**src/hdl/lzhc_pkg.sv**
```systemverilog
// Shared types and constants for the LZ77 hash chain match finder.
// No dependencies; the top level and lzhc_hash import this package.
package lzhc_pkg;

    typedef enum logic [1:0] {
        FN_WRITE  = 2'd0,
        FN_INSERT = 2'd1,
        FN_FIND   = 2'd2,
        FN_CLEAR  = 2'd3
    } func_t;

    typedef enum logic [3:0] {
        ST_IDLE,
        ST_CLEAR,
        ST_RD01,
        ST_RD2,
        ST_HASH,
        ST_HEAD,
        ST_HEADQ,
        ST_WALK,
        ST_QCHK,
        ST_CMP_RD,
        ST_CMP_EQ,
        ST_CMP_DONE,
        ST_NEXT,
        ST_DONE
    } state_t;

    localparam logic [1:0] REG_DATA_LENGTH = 2'd0;
    localparam logic [1:0] REG_MAX_CHAIN   = 2'd1;
    localparam logic [1:0] REG_MAX_MATCH   = 2'd2;

    localparam logic [16:0] DATA_LENGTH_RST = 17'd0;
    localparam logic [12:0] MAX_CHAIN_RST   = 13'd64;
    localparam logic [8:0]  MAX_MATCH_RST   = 9'd258;

    localparam logic [31:0] HASH_MULT = 32'd2654435761;

endpackage

```
**src/hdl/lzhc_hash.sv**
```systemverilog
// Registered Knuth multiplicative hash of a three-byte word.
// Depends on lzhc_pkg for the multiplier constant.
module lzhc_hash #(
    parameter int HASH_BITS = 12
) (
    input  logic                 aclk,
    input  logic [23:0]          word,
    output logic [HASH_BITS-1:0] hash
);
    import lzhc_pkg::*;

    logic [31:0]          prod;
    logic [HASH_BITS-1:0] hash_reg;

    assign prod = {8'd0, word} * HASH_MULT;

    always_ff @(posedge aclk) begin
        hash_reg <= prod[31 -: HASH_BITS];
    end

    assign hash = hash_reg;
endmodule
```
**config.mk**
```make
export PLATFORM = sky130hd
export DESIGN_NAME = lzhc_hash
export DESIGN_NICKNAME = d
export VERILOG_FILES = /design/src/hdl/lzhc_pkg.sv /design/src/hdl/lzhc_hash.sv
export SDC_FILE = /design/constraint.sdc
export NUM_CORES = 1
export LEC_CHECK = 0
export BUFFER_PORTS_ARGS = -buffer_cell sky130_fd_sc_hd__buf_4
export CORE_ASPECT_RATIO = 1.1
export CORE_MARGIN = 5
export CORE_UTILIZATION = 65
export DETAILED_ROUTE_END_ITERATION = 16
export PLACE_DENSITY = 0.89
export SKIP_LAST_GASP = 1
export SLEW_MARGIN = 5
export SYNTH_ARGS = -nofsm -noshare
export SYNTH_HDL_FRONTEND = slang
export SYNTH_SLANG_ARGS = --single-unit
```
**constraint.sdc**
```tcl
create_clock -name aclk -period 7 [get_ports aclk]
set_input_delay 0.7 -clock aclk [delete_from_list [all_inputs] [get_ports aclk]]
set_output_delay 0.7 -clock aclk [all_outputs]
set_load 0.01 [all_outputs]
```
Yosys cells after proc, flatten, opt, wreduce, memory -nomap -nowiden

Index checks and enable logic that the tools add are counted.

Multiply operators: 1

Operators with widths:

| kind                                                                  | number |
|---|---|
| 24-bit by 32-bit multiplier with 32-bit output, second input constant | 1 |

Word-level logic and storage cells: 2
Bits of input ports: 25
Flip-flop bits (word level): 12
Output and inout bits: 12

Logic depth before layout (Yosys ltp)

Gate-level depths: netlist of the first run.

Depth after elaboration: 1
Depth in mapped cells: 24
Mapped depth without buffers: 23

Least setup slack after synthesis of the first run

No wires, ideal clock.

Kind: input to register
Start: input word[6]
End: register hash_reg[10] (netlist: hash[10])
Required time: 6,938 ps
Data arrival time: 6,457 ps
Buffers on the path: 1
Library setup time: 62 ps
Stages on the path: 22
Setup slack: 481 ps
Cells stage by stage: inv_1 > fa_1 > clkbuf_1 > xnor2_1 > ha_1 > a21oi_1 > fa_1 > fa_1 > fa_1 > inv_1 > fa_1 > inv_1 > fa_1 > inv_1 > ha_1 > a21o_1 > a211oi_4 > o221ai_2 > a211o_1 > o211a_1 > or4b_1 > nand3_1

Word-level cells in the longest chain between the ends: 1

RTL lines:

| what                                           | RTL line        | text |
|---|---|---|
| start, declared                                | lzhc_hash.sv:7  | `input logic [23:0] word,` |
| 24-bit by 32-bit multiplier with 32-bit output | lzhc_hash.sv:15 | `assign prod = {8'd0, word} * HASH_MULT;` |
| via prod[30]                                   | lzhc_hash.sv:12 | `logic [31:0] prod;` |
| end signal, assigned                           | lzhc_hash.sv:18 | `hash_reg <= prod[31 -: HASH_BITS];` |
| end, declared                                  | lzhc_hash.sv:13 | `logic [HASH_BITS-1:0] hash_reg;` |

The timed path passes the listed nets, and every way through them passes these cells.

Worst setup path in the final report of the first run

Start: input word[3]
End: register hash_reg[10] (netlist: hash[10])

Same word-level chain as after synthesis.

==> results of run 1 <==
## Yosys cell counts
cell type	count	share of area [%]
inv_1	268	14
fa_1	180	49
ha_1	139	24
xnor2_1	30	3.6
a21oi_1	13	0.89
dfxtp_1	12	3.3
nor2_1	9	0.46
xor2_1	7	0.83
nand2_1	5	0.26
o21ai_0	5	0.34
a21o_1	4	0.41
a211oi_1	3	0.31
nor3_1	3	0.20
o21a_1	3	0.31
nand4_1	2	0.17
nor2b_1	2	0.17
o211a_1	2	0.27
o22ai_1	2	0.17
or2_2	2	0.17
a211o_1	1	0.12
a211oi_4	1	0.27
a311oi_1	1	0.12
and2_1	1	0.085
clkbuf_1	1	0.051
nand3_1	1	0.068
nand3b_1	1	0.10
nand4b_1	1	0.12
o2111ai_1	1	0.12
o211ai_1	1	0.10
o21bai_1	1	0.10
o221ai_2	1	0.20
o31a_1	1	0.12
or3_1	1	0.085
or4b_1	1	0.14
## layer usage
layer,share of wire [%],GRT usage (%),up-vias
li1,-,-,2158
met3,4.8,4.788,58
met1,38,33.30,2444
met5,0,0,-
met4,5.7,12.93,0
met2,52,51.06,162
## stage by stage
step | cell area (sq um) | util, %
after floorplan | 7348 | -
after global placement | 7859 | 71.38
after detailed placement | 7859 | 71.38
after CTS | 7934 | 72.06
after global routing | 7934 | 72.06
final | 7934 | 72.06
## worst paths after layout
path / startpoint / to / slack, ps / cells after the start
hold / removal: hash[4]$_DFF_P_ / hash[4] / 1340 / 1
setup / recovery: word[3] / hash[10]$_DFF_P_ / 270 / 21
## worst max-delay path: stages
cell and delay (ps):
buf_4 140, fa_1 620, inv_1 130, fa_1 500, inv_1 40, ha_1 180
or2_2 300, fa_1 510, fa_1 450, fa_1 540, inv_1 60, fa_1 530
inv_1 50, ha_1 330, o21a_1 220, o2111ai_1 260, o221ai_2 150, a211o_1 350
o211a_1 280, or4b_1 470, nand3_1 90
## logic make-up (layout without fill, tap and decap cells)
family | after synthesis | after routing | share of synthesized area, %
DFF | 12 | 12 | 3.269
adders and majority gates | 319 | 319 | 72.71
and+or+nand+nor | 29 | 29 | 2.026
AOI/OAI and AO/OA | 40 | 40 | 3.848
buffers and inverters | 269 | 315 | 13.74
xor gates and xnor gates | 37 | 37 | 4.410
## cell type report
cell class              count  area (sq um)  area share (%)
multi-input cells         425          6098           76.86
well taps                 147         183.9           2.318
inverters                 268          1006           12.68
repair buffers             44         330.3           4.163
clock buffers               3         75.07          0.9462
flip-flops and latches     12         240.2           3.028
==> impl_metrics.py, run 1 <==
metrics = {
    "timing": {
        "worst_pin_slew_ps": 607.2,
        "fin_crit_ps": 6733,
        "min_period_over_period_pct": 96.18,
        "hold_ws_ps": 1341,
        "rsz0062_at_grt": "false",
        "setup_viol": 0,
        "fmax_mhz": 148.5,
        "hold_violations": 0,
        "setup_tns_ps": 0,
        "fin_ws_ps": 267.1,
        "slew_violations": 0,
        "relSlewSlack_pct": 59.10,
    },
    "clock_tree": {
        "cts_resized": 0,
        "cts_tree": "done",
        "h-tree-depth": 1,
        "clkSlewWorstSetupHoldPaths_ps": 40,
        "clockBufferDepth": 2,
        "hold_buffers": 0,
        "post_cts_buffers": 0,
        "cts_sinks": 12,
        "clockRootBuffer": "clkbuf_16",
        "cts_made_buffers": 3,
    },
    "synthesis": {
        "syn_avg_cell_area_sq_um": 10.41,
        "yosys_register_bits": 12,
        "yosysUniqueCellTypes": 34,
        "syn_inst": 706,
        "yosys_warnings": 0,
        "syn-num-nets": 1050,
        "syn_area_sq_um": 7348,
        "ys_seq_area_share_pct": 3.269,
    },
    "worst_setup_path": {
        "critical_path_class": "in2reg",
        "cp.arrival_ps": 6910,
        "startpoint_type": "input port",
        "cp_max_fo": 5,
        "worstPathRequired_ps": 7180,
        "endpoint_kind": "flop",
    },
    "final_layout": {
        "layout_commonest_cell": "inv_1",
        "final_cell_count_no_fill": 899,
        "nets": 1098,
        "diodes": 0,
        "largest_register_ff_count": 12,
        "syn2layout_area_growth_pct": 7.969,
        "fillers": 796,
        "drive_gt1_share_pct": 6.782,
        "most-common-layout-cells": "inv_1, fa_1, ha_1",
    },
    "routing": {
        "drt_first_iter_violations": 261,
        "via_count": 4822,
        "detail_route.drc_violations": 0,
        "wl_um": 17860,
        "drtPass1Iterations": 5,
        "ant_nets": 0,
        "wl_per_cell_um": 19.87,
        "viasPerCell": 5.364,
    },
    "placement": {
        "dp_hpwl_um": 16650,
        "dpl.cell_count": 896,
        "port-buffer-count": 36,
        "routabilityCongestion": 0.9890,
        "dpl_worst_slack_ps": 95.44,
    },
    "global_route": {
        "grt_overflow": 0,
        "grt_pass1_vias": 5769,
        "grt_max_degree": 10,
        "grt_pass1_wl_um": 29320,
        "track_usage_pct": 28.35,
        "antenna_found_initial": 0,
    },
    "floorplan": {
        "die_y_um": 121.5,
        "pin_count": 37,
        "core_area_sq_um": 11010,
        "rows": 40,
        "start_util_pct": 66.74,
        "dieArea_sq_um": 13530,
        "die_x_um": 111.4,
    },
    "status": {
        "status": "complete, no violations",
    },
    "job": {
        "maxCapViolCount": 0,
    },
    "hold_path": {
        "min_path_type": "reg2out",
    },
}
Power of run 1 is not shown: default switching activity piles up to over one toggle a cycle in this logic, so the estimate is an artifact.
==> run 2, diff against run 1 <==
--- a/config.mk
+++ b/config.mk
@@ -10,6 +10,7 @@
 export CORE_MARGIN = 5
 export CORE_UTILIZATION = 65
 export DETAILED_ROUTE_END_ITERATION = 16
+export GPL_TIMING_DRIVEN = 0
 export PLACE_DENSITY = 0.89
 export SKIP_LAST_GASP = 1
 export SLEW_MARGIN = 5
==> run 2 against run 1 <==
Effect of this change: die area did not move; non-clock buffer count fell by 8; utilization fell by 0.26 points; wire length rose by 4.7%; hold slack improved by 1.6 ps; fmax fell by 2.9%; critical path type unchanged.
==> impl_metrics.py, run 2 (synthesis results as in run 1) <==
metrics = {
    "status": {
        "status": "complete, no violations",
    },
    "routing": {
        "wl_per_cell_um": 20.98,
        "detail_route.drc_violations": 0,
        "wl_um": 18690,
        "viasPerCell": 5.578,
        "drt_first_iter_violations": 220,
        "ant_nets": 0,
        "drtPass1Iterations": 5,
        "via_count": 4970,
    },
    "timing": {
        "hold_ws_ps": 1343,
        "fin_crit_ps": 6932,
        "hold_violations": 0,
        "slew_violations": 0,
        "relSlewSlack_pct": 50.82,
        "setup_tns_ps": 0,
        "worst_pin_slew_ps": 730.0,
        "min_period_over_period_pct": 99.02,
        "setup_viol": 0,
        "fmax_mhz": 144.3,
    },
    "placement": {
        "routabilityCongestion": 0.9712,
        "dpl.cell_count": 889,
        "place_area_sq_um": 7802,
        "dp_hpwl_um": 16130,
        "port-buffer-count": 36,
    },
    "final_layout": {
        "nets": 1090,
        "largest_register_ff_count": 12,
        "most-common-layout-cells": "inv_1, fa_1, ha_1",
        "fillers": 752,
        "design_area_sq_um": 7905,
        "diodes": 0,
        "syn2layout_area_growth_pct": 7.577,
        "drive_gt1_share_pct": 6.720,
        "final_cell_count_no_fill": 891,
        "layout_commonest_cell": "inv_1",
    },
    "clock_tree": {
        "cts_tree": "done",
        "clkSlewWorstSetupHoldPaths_ps": 40,
        "clockRootBuffer": "clkbuf_16",
        "clockBufferDepth": 2,
        "h-tree-depth": 1,
        "hold_buffers": 0,
        "cts_made_buffers": 3,
        "cts_sinks": 12,
    },
    "global_route": {
        "grt_pass1_wl_um": 29740,
        "grt_max_degree": 10,
        "grt_pass1_vias": 5962,
        "grt_overflow": 0,
        "track_usage_pct": 28.65,
        "antenna_found_initial": 0,
    },
    "worst_setup_path": {
        "path_common_cell": "fa_1",
        "cp_slowest_cell": "fa_2",
        "worst-path-buf-inv": 5,
        "path_cells": "buf_4 > fa_2 > inv_1 > fa_1 > inv_1 > ha_1 > or2_2 > fa_1 > fa_1 > fa_1 > inv_1 > fa_1 > inv_1 > ha_1 > o21a_1 > o211ai_1 > nor2b_1 > a211o_1 > o211a_4 > or4b_1 > nand3_1",
        "critPathTopFamily": "adder cells",
        "cpPeakStageDelay_ps": 640,
        "endpoint_kind": "flop",
        "setup.worst_path.start": "word[3]",
        "critical_path_class": "in2reg",
        "cp.arrival_ps": 7110,
        "worstPathRequired_ps": 7180,
        "cp_max_fo": 5,
        "startpoint_type": "input port",
    },
    "floorplan": {
        "pin_count": 37,
        "die_x_um": 111.4,
        "start_util_pct": 66.74,
        "die_y_um": 121.5,
        "rows": 40,
        "dieArea_sq_um": 13530,
        "core_area_sq_um": 11010,
    },
    "job": {
        "maxCapViolCount": 0,
    },
    "hold_path": {
        "hold_start": "hash[7]$_DFF_P_",
        "min_path_type": "reg2out",
    },
}
run 2: cell count changes in the layout (fill, tap and decap cells not counted), sizes merged:
cell / delta
buf: -8
run 2: layout make-up:
class	instances	area, sq um	area share, %
tap	147	183.9	2.327
sequential	12	240.2	3.039
timing repair buffer	36	270.3	3.419
clock buffer	3	75.07	0.9497
inverter	268	1006	12.73
multi-input combinational	425	6130	77.54
run 2: worst paths after layout:
check,to,slack (ps),cells after the start
max,hash[10]$_DFF_P_,70,21
min,hash[7],1340,1
run 2: metrics by stage:
stage | util, % | setup slack (ps)
2_1_floorplan | - | 481.0
3_3_place_gp | 70.86 | -12.62
3_5_place_dp | 70.86 | -258.8
4_1_cts | 71.51 | 31.94
5_1_grt | 71.80 | -45.09
6_report | 71.80 | 68.28
run 2: repair_timing:
item                                    4_1_cts  5_1_grt
resized for setup                             0        8
pin swaps                                     0        4
endpoints found under the setup margin        1        1
setup buffers                                 0        0
run 2: per-layer routing:
| layer | part of all wire, % | GRT usage [%] | vias up |
|---|---|---|---|
| met2 | 53 | 53.77 | 233 |
| li1 | - | - | 2134 |
| met1 | 33 | 31.14 | 2518 |
| met5 | 0 | 0 | - |
| met4 | 7.1 | 15.82 | 0 |
| met3 | 6.7 | 3.940 | 85 |
Power of run 2 is left out for the same reason.
